$ cat src/design/fir57_pkg.sv
// Shared types, widths and the fixed low-pass coefficient table of the 57-tap FIR filter.
package fir57_pkg;

   localparam int SAMPLE_W  = 16;
   localparam int COEF_W    = 13;
   localparam int PROD_W    = SAMPLE_W + COEF_W;
   localparam int ACC_W     = 32;
   localparam int NCOEF     = 57;
   localparam int TAP_IDX_W = 7;

   typedef logic signed [SAMPLE_W-1:0] sample_type;
   typedef logic signed [COEF_W-1:0]   coef_type;
   typedef logic signed [PROD_W-1:0]   prod_type;
   typedef logic signed [ACC_W-1:0]    acc_type;

   // Control for one cell of the sample ring.
   typedef struct packed {
      logic load;
      logic rotate;
      logic clear;
   } cell_ctrl_type;

   // Control for the multiply-accumulate unit.
   typedef struct packed {
      logic vld;
      logic first;
   } mac_ctrl_type;

   localparam coef_type COEF_TAB [NCOEF] = '{
      13'sd3, 13'sd0, -13'sd7, -13'sd18, -13'sd34, -13'sd56, -13'sd81, -13'sd109,
      -13'sd136, -13'sd160, -13'sd175, -13'sd176, -13'sd158, -13'sd117, -13'sd48,
      13'sd53, 13'sd186, 13'sd351, 13'sd546, 13'sd766, 13'sd1003, 13'sd1249,
      13'sd1494, 13'sd1727, 13'sd1935, 13'sd2110, 13'sd2242, 13'sd2324, 13'sd2352,
      13'sd2324, 13'sd2242, 13'sd2110, 13'sd1935, 13'sd1727, 13'sd1494, 13'sd1249,
      13'sd1003, 13'sd766, 13'sd546, 13'sd351, 13'sd186, 13'sd53, -13'sd48,
      -13'sd117, -13'sd158, -13'sd176, -13'sd175, -13'sd160, -13'sd136, -13'sd109,
      -13'sd81, -13'sd56, -13'sd34, -13'sd18, -13'sd7, 13'sd0, 13'sd3
   };

   // Taps beyond the table have a zero coefficient.
   function automatic coef_type tap_coef(input logic [TAP_IDX_W-1:0] idx);
      coef_type c;
      if (idx < TAP_IDX_W'(NCOEF)) begin
         c = COEF_TAB[idx[5:0]];
      end else begin
         c = '0;
      end
      return c;
   endfunction

endpackage

$ cat src/design/fir57_cell.sv
// One cell of the sample ring: holds one sample, loads from its left or rotates from its right.
module fir57_cell
   import fir57_pkg::*;
(
   input  logic          clock,
   input  logic          reset,
   input  cell_ctrl_type ctrl_i,
   input  sample_type    left_i,
   input  sample_type    right_i,
   output sample_type    value_o
);

   sample_type data_ff;
   sample_type data_in;

   always_comb begin
      priority if (ctrl_i.load) begin
         data_in = ctrl_i.clear ? '0 : left_i;
      end else if (ctrl_i.rotate) begin
         data_in = right_i;
      end else begin
         data_in = data_ff;
      end
   end

   always_ff @(posedge clock) begin
      if (reset) begin
         data_ff <= '0;
      end else begin
         data_ff <= data_in;
      end
   end

   assign value_o = data_ff;

endmodule

$ cat src/design/fir57_mac.sv
// Registered multiplier and saturating 32-bit accumulator with the final rounding step.
module fir57_mac
   import fir57_pkg::*;
(
   input  logic         clock,
   input  logic         reset,
   input  mac_ctrl_type ctrl_i,
   input  sample_type   sample_i,
   input  coef_type     coef_i,
   output sample_type   result_o
);

   localparam acc_type ACC_MAX = {1'b0, {(ACC_W-1){1'b1}}};
   localparam acc_type ACC_MIN = {1'b1, {(ACC_W-1){1'b0}}};

   function automatic acc_type sat33(input logic signed [ACC_W:0] v);
      acc_type r;
      if (v[ACC_W] != v[ACC_W-1]) begin
         r = v[ACC_W] ? ACC_MIN : ACC_MAX;
      end else begin
         r = v[ACC_W-1:0];
      end
      return r;
   endfunction

   prod_type     prod_ff;
   prod_type     prod_in;
   logic         vld_ff;
   logic         first_ff;
   acc_type      acc_ff;
   acc_type      acc_in;
   acc_type      acc_base;
   logic signed [ACC_W:0]  acc_sum;
   logic signed [ACC_W:0]  rnd_sum;
   acc_type      rnd_sat;
   logic signed [SAMPLE_W:0] shifted;

   assign prod_in  = PROD_W'(sample_i) * PROD_W'(coef_i);
   assign acc_base = first_ff ? '0 : acc_ff;
   assign acc_sum  = {acc_base[ACC_W-1], acc_base}
                   + {{(ACC_W+1-PROD_W){prod_ff[PROD_W-1]}}, prod_ff};

   always_comb begin
      if (vld_ff) begin
         acc_in = sat33(acc_sum);
      end else begin
         acc_in = acc_ff;
      end
   end

   always_ff @(posedge clock) begin
      if (reset) begin
         vld_ff <= 1'b0;
      end else begin
         vld_ff <= ctrl_i.vld;
      end
   end

   always_ff @(posedge clock) begin
      prod_ff  <= prod_in;
      first_ff <= ctrl_i.first;
      acc_ff   <= acc_in;
   end

   // Round half up, drop the low 16 bits, then take bits 31..15 and clamp to 16 bits.
   assign rnd_sum = {acc_ff[ACC_W-1], acc_ff} + (ACC_W+1)'(33'sh8000);
   assign rnd_sat = sat33(rnd_sum);
   assign shifted = {rnd_sat[ACC_W-1:16], 1'b0};

   always_comb begin
      if (shifted[SAMPLE_W] != shifted[SAMPLE_W-1]) begin
         result_o = shifted[SAMPLE_W] ? {1'b1, {(SAMPLE_W-1){1'b0}}}
                                      : {1'b0, {(SAMPLE_W-1){1'b1}}};
      end else begin
         result_o = shifted[SAMPLE_W-1:0];
      end
   end

endmodule

$ cat src/design/fir_filter_57tap_q15.sv
// Top level of the streaming Q15 FIR filter: sample ring, sequencer and output word register.
//
// This block filters a stream of Q15 samples with a fixed, symmetric 57-tap low-pass
// kernel and returns one filtered word for every input word. The last TAPS samples sit
// in a ring of cells; when a word is accepted the ring shifts it in at the head (and a
// set block_start flag zeroes all older samples first), then the ring rotates once per
// clock so that each sample passes a single registered multiplier, newest first. The
// products go into a 32-bit accumulator that saturates after every addition, and the
// final sum is rounded, shifted right by 15 and clamped to 16 bits. A new word is
// accepted only in the idle state, once the last word has passed the rotation through
// the multiplier, a flush state for the last accumulation and an output state that
// moves the rounded result into the output register, waiting while that register
// still holds an untaken word. The output register lets the next word be accepted
// while a result still waits on rsp_ready. After reset all stored samples read as zero.
module fir_filter_57tap_q15
   import fir57_pkg::*;
#(
   parameter int TAPS = 57
) (
   input  logic       clock,
   input  logic       reset,
   input  logic       req_valid,
   output logic       req_ready,
   input  sample_type req_sample_in,
   input  logic       req_block_start,
   output logic       rsp_valid,
   input  logic       rsp_ready,
   output sample_type rsp_sample_out
);

   localparam int CNT_W = (TAPS > 1) ? $clog2(TAPS) : 1;

   localparam logic [1:0] S_IDLE  = 2'd0;
   localparam logic [1:0] S_RUN   = 2'd1;
   localparam logic [1:0] S_FLUSH = 2'd2;
   localparam logic [1:0] S_OUT   = 2'd3;

   logic [1:0]       state_ff;
   logic [1:0]       state_in;
   logic [CNT_W-1:0] cnt_ff;
   logic [CNT_W-1:0] cnt_in;
   logic             rsp_valid_ff;
   logic             rsp_valid_in;
   sample_type       rsp_data_ff;
   sample_type       rsp_data_in;

   logic             accept;
   logic             cnt_last;
   logic             out_free;
   cell_ctrl_type    ring_ctrl;
   cell_ctrl_type    head_ctrl;
   mac_ctrl_type     mac_ctrl;
   coef_type         coef;
   sample_type       mac_result;
   sample_type       ring_q [TAPS];

   assign req_ready = (state_ff == S_IDLE) && !reset;
   assign accept    = req_valid && req_ready;
   assign cnt_last  = (cnt_ff == CNT_W'(TAPS - 1));
   assign out_free  = !rsp_valid_ff || rsp_ready;

   // Acceptance shifts the ring toward the tail; each run cycle rotates it toward the head.
   assign ring_ctrl.load   = accept;
   assign ring_ctrl.rotate = (state_ff == S_RUN);
   assign ring_ctrl.clear  = req_block_start;

   // The head cell always takes the new sample, so it is never cleared.
   assign head_ctrl.load   = ring_ctrl.load;
   assign head_ctrl.rotate = ring_ctrl.rotate;
   assign head_ctrl.clear  = 1'b0;

   for (genvar k = 0; k < TAPS; k++) begin : g_ring
      localparam int NEXT = (k + 1) % TAPS;
      if (k == 0) begin : g_head
         fir57_cell u_cell (
            .clock   (clock),
            .reset   (reset),
            .ctrl_i  (head_ctrl),
            .left_i  (req_sample_in),
            .right_i (ring_q[NEXT]),
            .value_o (ring_q[k])
         );
      end else begin : g_body
         fir57_cell u_cell (
            .clock   (clock),
            .reset   (reset),
            .ctrl_i  (ring_ctrl),
            .left_i  (ring_q[k-1]),
            .right_i (ring_q[NEXT]),
            .value_o (ring_q[k])
         );
      end
   end

   // The tap index follows the rotation, so the head sample meets its own coefficient.
   assign coef           = tap_coef(TAP_IDX_W'(cnt_ff));
   assign mac_ctrl.vld   = (state_ff == S_RUN);
   assign mac_ctrl.first = (cnt_ff == '0);

   fir57_mac u_mac (
      .clock    (clock),
      .reset    (reset),
      .ctrl_i   (mac_ctrl),
      .sample_i (ring_q[0]),
      .coef_i   (coef),
      .result_o (mac_result)
   );

   always_comb begin
      state_in     = state_ff;
      cnt_in       = cnt_ff;
      rsp_valid_in = rsp_valid_ff && !rsp_ready;
      rsp_data_in  = rsp_data_ff;
      unique case (state_ff)
         S_IDLE: begin
            cnt_in = '0;
            if (accept) begin
               state_in = S_RUN;
            end
         end
         S_RUN: begin
            if (cnt_last) begin
               state_in = S_FLUSH;
               cnt_in   = '0;
            end else begin
               cnt_in = cnt_ff + CNT_W'(1);
            end
         end
         S_FLUSH: begin
            state_in = S_OUT;
         end
         S_OUT: begin
            // The finished result waits here until the output register is free.
            if (out_free) begin
               rsp_valid_in = 1'b1;
               rsp_data_in  = mac_result;
               state_in     = S_IDLE;
            end
         end
         default: begin
            state_in = S_IDLE;
         end
      endcase
   end

   always_ff @(posedge clock) begin
      if (reset) begin
         state_ff     <= S_IDLE;
         cnt_ff       <= '0;
         rsp_valid_ff <= 1'b0;
      end else begin
         state_ff     <= state_in;
         cnt_ff       <= cnt_in;
         rsp_valid_ff <= rsp_valid_in;
      end
   end

   always_ff @(posedge clock) begin
      rsp_data_ff <= rsp_data_in;
   end

   assign rsp_valid      = rsp_valid_ff;
   assign rsp_sample_out = rsp_data_ff;

endmodule

$ cat config.mk
export PLATFORM = sky130hd
export DESIGN_NAME = fir_filter_57tap_q15
export DESIGN_NICKNAME = d
export VERILOG_FILES = /design/src/design/fir57_pkg.sv /design/src/design/fir57_cell.sv /design/src/design/fir57_mac.sv /design/src/design/fir_filter_57tap_q15.sv
export SDC_FILE = /design/constraint.sdc
export NUM_CORES = 2
export LEC_CHECK = 0
export BUFFER_PORTS_ARGS = -buffer_cell sky130_fd_sc_hd__buf_2
export CAP_MARGIN = 20
export CORE_AREA = 5 5 341 343
export CTS_BUF_LIST = sky130_fd_sc_hd__clkbuf_2
export DETAILED_ROUTE_END_ITERATION = 10
export DIE_AREA = 0 0 346 348
export PLACE_DENSITY = 0.71
export SLEW_MARGIN = 20
export SYNTH_ARGS = -nofsm -noshare
export SYNTH_HDL_FRONTEND = slang
export SYNTH_HIERARCHICAL = 1
export SYNTH_SLANG_ARGS = --single-unit
$ cat constraint.sdc
create_clock -name clock -period 7.7 [get_ports clock]
set_clock_uncertainty 0.1 [all_clocks]
set_input_delay 1.54 -clock clock [delete_from_list [all_inputs] [get_ports clock]]
set_output_delay 1.54 -clock clock [all_outputs]
set_load 0.1 [all_outputs]
# [Word-level counts from Yosys, hierarchy flattened]
# Memories as Yosys holds them, arrays and structs flattened.
# Cells that the tools add are included.
[word_totals] register_bits=1000 memories=1 elab_cells=285 input_bits=21 mem_bits_ro=832 out_inout_bits=18
[op_classes] multipliers=1 n_eq_ne=10 magnitude_cmp=2 reduce_logical=13 addsub=3 mux=188 bitwise_logic=1
[memory_table] memory="(no name shown)" words=64 word_bits=13 read_ports=1 rd_ports_with_merged_regs=0 write_ports=0 line_no="fir57_pkg.sv:44" text="c = COEF_TAB[idx[5:0]];"
[op_table] op="two-way mux 16 bit" count=172
[op_table] op="two-way mux 32 bit" count=5
[op_table] op="two-way mux 13 bit" count=3
[op_table] op="adder 32 x 17 -> 33 bit, second input constant" count=1
[op_table] op="adder 32 x 29 -> 33 bit" count=1
[op_table] op="multiplier 16 x 13 -> 29 bit" count=1
[op_table] op="case mux 6 bit (2 select lines)" count=1
[op_table] op="case mux 2 bit (4 select lines)" count=1
[op_table] op=">= comparator 7 bit, second input constant" count=1
[op_table] op="NOT 6 -> 7 bit" count=1
[op_table] op="adder 6 x 1 -> 6 bit, second input constant" count=1
[op_table] op="== test 6 bit, second input constant" count=1
[op_table] op="zero test 6 bit" count=1
[op_table] op="< comparator 6 bit, second input constant" count=1
[op_table] op="two-way mux 2 bit" count=3
[op_table] op="two-way mux 6 bit" count=1
[op_table] op="!= test 2 bit, second input constant" count=3
[op_table] op="== test 2 bit, second input constant" count=2
[op_table] op="nonzero test 2 bit" count=2
[op_table] op="logical AND 1 bit" count=3
[op_table] op="zero test 1 bit" count=3
[op_table] op="!= test 1 bit" count=3
[op_table] op="AND reduction 3 bit" count=1
[op_table] op="== test 2 x 1 -> 1 bit, second input constant" count=1
[op_table] op="4 further kinds" count=5

# [Logic depth before layout (Yosys ltp)]
[logic_depth] word_depth=6 ltp_mapped=31 mapped_depth_nobuf=28

# [Modules after synthesis]
# Netlist, hierarchy kept.
[by_module_without_submodules] module="fir57_cell" area_per_inst_um2=835.8 n_inst=57 seq_area_each_um2=320.3 cells_per_inst=89
[by_module_without_submodules] module="fir57_mac" area_per_inst_um2=11798.8 n_inst=1 seq_area_each_um2=1581.5 cells_per_inst=1306
[by_module_without_submodules] module="fir_filter_57tap_q15" area_per_inst_um2=2265.9 n_inst=1 seq_area_each_um2=660.6 cells_per_inst=262

# [Worst setup path after synthesis]
# Ideal clock, no wire load.
[synth_timing] kind="input to register" from="input port reset" to="register g_ring[0].g_head.u_cell.data_ff[10]" setup_time_ns=0.086 path_slack_ns=-0.659 arrival_time_ns=8.174 required_time_ns=7.514 cell_stages=5 n_path_buf=1 cell_sequence="nor2b_1 and2_1 buf_2 a211oi_1 a211oi_1"
[synth_between] elab_chain_cells=4 word_cells_on_any_way=5 classes_between="mux: 1; reduce/logical: 4"
[synth_rtl] item="start, declared" line_no="fir_filter_57tap_q15.sv:21" text="input logic reset,"
[synth_rtl] item="zero test 1 bit (*)" line_no="fir_filter_57tap_q15.sv:57" text="assign req_ready = (state_ff == S_IDLE) && !reset;"
[synth_rtl] item="logical AND 1 bit (*)" line_no="fir_filter_57tap_q15.sv:57"
[synth_rtl] item="logical AND 1 bit (*)" line_no="fir_filter_57tap_q15.sv:58" text="assign accept = req_valid && req_ready;"
[synth_rtl] item="named net accept" line_no="fir_filter_57tap_q15.sv:47" text="logic accept;"
[synth_rtl] item="two-way mux 16 bit / nonzero test 2 bit (equally long branches)"
[synth_rtl] item="end signal, assigned" line_no="fir57_cell.sv:30" text="data_ff <= data_in;"
[synth_rtl] item="end, declared" line_no="fir57_cell.sv:13" text="sample_type data_ff;"
# The timed path passes the listed nets; every way through them passes the cells marked *.
# A chain may end at the register's enable or synchronous reset.

# [Worst setup path in the final report]
[layout_timing] from="register cnt_ff[0]" to="register u_mac.prod_ff[28]"
[layout_between] elab_chain_cells=6 word_cells_on_any_way=7 classes_between="mul: 1; order compare: 1; mux: 3; bitwise: 1; memory: 1"
[layout_rtl] item="start, declared" line_no="fir_filter_57tap_q15.sv:40" text="logic [CNT_W-1:0] cnt_ff;"
[layout_rtl] item="start signal, assigned" line_no="fir_filter_57tap_q15.sv:153" text="cnt_ff <= cnt_in;"
[layout_rtl] item="NOT 6 -> 7 bit (not written as such)" line_no="fir57_pkg.sv:44"
[layout_rtl] item="memory (64 x 13 bit)"
[layout_rtl] item="two-way mux 13 bit (not written as such) (2 in series)" line_no="fir57_pkg.sv:44"
[layout_rtl] item="two-way mux 13 bit (*)" line_no="fir57_pkg.sv:43" text="if (idx < TAP_IDX_W'(NCOEF)) begin"
[layout_rtl] item="named net coef[1]" line_no="fir_filter_57tap_q15.sv:53" text="coef_type coef;"
[layout_rtl] item="multiplier 16 x 13 -> 29 bit (*)" line_no="fir57_mac.sv:38" text="assign prod_in = PROD_W'(sample_i) * PROD_W'(coef_i);"
[layout_rtl] item="named net u_mac.prod_in[28]" line_no="fir57_mac.sv:27" text="prod_type prod_in;"
[layout_rtl] item="end signal, assigned" line_no="fir57_mac.sv:60" text="prod_ff <= prod_in;"
[layout_rtl] item="end, declared" line_no="fir57_mac.sv:26" text="prod_type prod_ff;"
# The timed path passes the listed nets; every way through them passes the cells marked *. The select of a mux whose other input is x is not followed.

==> results.md <==
- Status: finished clean
- Global placement routability congestion: about 0.86
- Hold Worst Slack: 0.283 ns
- Antenna violations before repair: 4
- Layout Utilization: 55.9%
- Setup TNS: 0 ns
- Die Width: about 350 um
- Clock transition at path regs: approximately 0.10 ns
- Vias in the first global route: around 45000
- Crit start category: flop
- Pwr dens: between 200 and 300 nW/um^2
- # DRC: 0
- Distinct cells, synth: 85
- Antenna-violating nets left: 0
- Via count: ~47000
- Synthesized cell area: around 62000 sq um
- Ys async rst share: 0%
- Area Growth Syn to Fin: 2.68%
- Slew Viols, Final: 0
- CTS tree: built
- Filler instances: around 10000
- Synthesis Warnings: 6
- Worst hold start: req_sample_in[14]
- DP HPWL: between 70 and 80 mm
- Detailed Route WL: around 130 mm
- Final #Nets: 6820
- Seq/Total Area, Yosys: 33.2%
- RSZ-0062 raised after global routing: no
- Root buf cell: clkbuf_2
- Drt wl/cell: 15.9 um
- Crit path max fanout: 16
- Worst rel slew slack: ~30%
- Share of cells above drive strength 1: a little over a tenth
- Slowest cell on the critical path: fa_1
- First-pass GRT wire length: approximately 220 mm
- IO Count: 39
- Leak: between 20 and 25 nW
- WS Path Type: flop to flop
- Crit end category: flop
- Largest net degree at the start of global routing: between 200 and 300
- WP data required: approximately 9 ns
- Top_reg_cell synth: dfxtp_1
- Number of max-cap violations: 0
- Leading area contributor after synthesis: dfxtp_1
- Final Cell Area: around 63000 sq um
- PortBufs: 38
- Critical Path AT: about 8.5 ns
- Number of clock sinks: 1000
- Yosys reg bits: 1000
- Clk_lat worst skew: approximately 1.5 ns
- Top post-synthesis cells by area: dfxtp_1 (31%), a211oi_1 (21%), nand2b_1 (9.5%)
- Total GRT Usage: a little over a fifth
- Die Span Y: about 350 um
- Worst setup path start: cnt_ff[0]$_SDFFE_PP0P_
- Core area: approximately 110000 sq um
- Starting Density: 54.5%
- Cell area after placement: between 60000 and 70000 sq um
- Area share of the largest cell type after synthesis: 30.9%
- Final Worst Setup Slack: ~0.42 ns
- Total CTS buffers: just under 300
- Vias/cell: between 5 and 6
- Post-Syn Area per Cell: roughly 9.3 sq um
- Final setup vio count: 0
- Row cnt: between 100 and 150
- Part of the cycle the worst path needs: about 95%
- Max stage delay on crit path: ~0.54 ns
- Max Clk Rate: about 0.14 GHz
- Fin. Hold Viols: 0
- Deepest clock path buffer count: 4
- Post-synthesis cell count: around 6600
- Final min period: 7.28 ns
- Pre-antenna DRT Iters: 5
- Iter 0 DRT Violations: 3101
- H-tree Lvls: 5
- Congestion Overflow GR: 0
- Hold crit path type: input port to flop
- EDFF count, synth: between 40 and 50
- Critical R2R Launch: cnt_ff[0]$_SDFFE_PP0P_
- Worst-margin pin slew: 1.05 ns
- Pre-CTS WS: approximately 0.32 ns
- Die area: between 100000 and 150000 sq um
- Worst vdd ir: 0.000297 V
## layout by cell type (no fill, tap or decap), types with 12 or more instances in the layout
| cell type | netlist | layout |
|---|---|---|
| xor2_1 | 21 | 21 |
| fa_1 | 196 | 196 |
| dfxtp_1 | 952 | 950 |
| nor2_1 | 83 | 83 |
| nand3_1 | 31 | 31 |
| xnor2_1 | 39 | 39 |
| clkbuf_2 | 0 | 425 |
| clkinv_1 | 0 | 22 |
| a21oi_1 | 88 | 87 |
| inv_1 | 212 | 212 |
| edfxtp_1 | 48 | 48 |
| o21ai_1 | 11 | 12 |
| nand2b_1 | 938 | 938 |
| o21ai_0 | 49 | 48 |
| nand2_1 | 158 | 157 |
| and2_1 | 94 | 93 |
| buf_12 | 57 | 21 |
| a211oi_2 | 116 | 117 |
| buf_4 | 5 | 57 |
| buf_2 | 190 | 36 |
| nor2b_1 | 789 | 789 |
| nand4_1 | 12 | 12 |
| a211oi_1 | 1726 | 1725 |
| nor3_1 | 13 | 13 |
| and2b_1 | 171 | 171 |
| ha_1 | 124 | 122 |
## cell usage after synthesis, types with 5 or more instances
master    instances
a22oi_1           6
buf_1            58
clkbuf_1        213
a31oi_1           8
a211oi_1       1726
nand2b_1        938
o21bai_1          7
a21oi_1          88
and2_1           94
nor3_1           13
ha_1            124
a21boi_0          6
o21ai_1          11
edfxtp_1         48
xnor2_1          39
fa_1            196
dfxtp_1         952
nor3b_1           5
o21ai_0          49
buf_6            62
and2b_1         171
o31ai_1          10
mux2i_1           8
buf_12           57
nand4_1          12
o21a_1           11
maj3_1            8
and3_1            7
buf_4             5
o21ai_2           5
nor2_1           83
nand2_1         158
a211oi_2        116
o211ai_1         11
inv_1           212
buf_2           190
nand3_1          31
o22ai_1           5
xor2_1           21
nor2b_1         789
a21o_1           11
## final timing paths
check | to | slack, ns | cells after the start
hold / removal | g_ring[0].g_head.u_cell/value_o[14]$_SDFFE_PP0P_ | 0.28 | 3
setup / recovery | u_mac/prod_ff[28]$_DFF_P_ | 0.42 | 28
hold reg to reg | g_ring[8].g_body.u_cell/value_o[9]$_SDFFE_PP0P_ | 0.31 | 2
setup reg to reg | u_mac/prod_ff[28]$_DFF_P_ | 0.42 | 28
## layer usage
metal  wire length [um]  GRT usage [%]
met1              62700           28.7
met2              60000           33.5
met3               4410           3.72
met4               2440           6.40
met5                 18              0
## registers in the layout (all words and copies together) (netlist names)
register and count:
rsp_sample_out 16, g_ring.g_body.u_cell/value_o 896, rsp_valid 1, u_mac/acc_ff 32
u_mac/first_ff 1, cnt_ff 6, u_mac/prod_ff 29, state_ff 2
u_mac/vld_ff 1, g_ring.g_head.u_cell/value_o 16
## what timing repair did
action / 4_1_cts / 5_1_grt
setup endpoints to repair: 0 / 5
buffers inserted: 0 / 0
endpoints found under the hold margin: 6 / 0
hold buffers: 6 / 0
resized for setup: 0 / 5
## worst max-delay path, delay by kind of cell, from the launching register on
| family | cells | cell delay (ns) |
|---|---|---|
| AND/OR/NAND/NOR | 3 | 0.43 |
| XOR/XNOR | 1 | 0.14 |
| flip-flops | 1 | 0.33 |
| AO/OA/AOI/OAI | 9 | 1.83 |
| adder cells (fa/ha/maj) | 8 | 3.49 |
| buffers and inverters | 7 | 0.77 |
## logic make-up (layout without fill, tap and decap cells)
group	count (synthesis)	count (layout)	share of synthesized area, %
AO/OA/AOI/OAI	2114	2114	26.2
XOR/XNOR	60	60	0.852
adder cells (fa/ha/maj)	328	328	9.00
buffers and inverters	799	802	7.53
flip-flops	1000	1000	33.2
multiplexers	10	10	0.185
other	1	12	0.00608
AND/OR/NAND/NOR	2329	2329	23.0
## layout make-up
cell class              count  area [sq um]  area share [%]
inverters                 214           803            1.27
flip-flops and latches   1000         20500            32.4
repair buffers            125          1170            1.85
well taps                1512          1890            2.99
clock inverters            38           230           0.363
clock buffers             425          2130            3.36
multi-input cells        4848         36600            57.8
diodes                      5          12.5          0.0197
## per-stage QoR
step / power (W) / cells
3_3_place_gp: 0.0143 / 7691
5_1_grt: 0.0196 / 8166
2_1_floorplan: 0.0138 / 6647
6_report: 0.0181 / 8167
3_5_place_dp: 0.0145 / 7692
4_1_cts: 0.0183 / 8161
## power by group
part	switching (W)	internal, W	leakage, nW
registers	0.00104	0.00652	8.25
logic	0.00400	0.00284	12.6
clock network	0.00219	0.00154	1.90
total	0.00723	0.0109	22.8
Power figures use the tool's default switching activity.
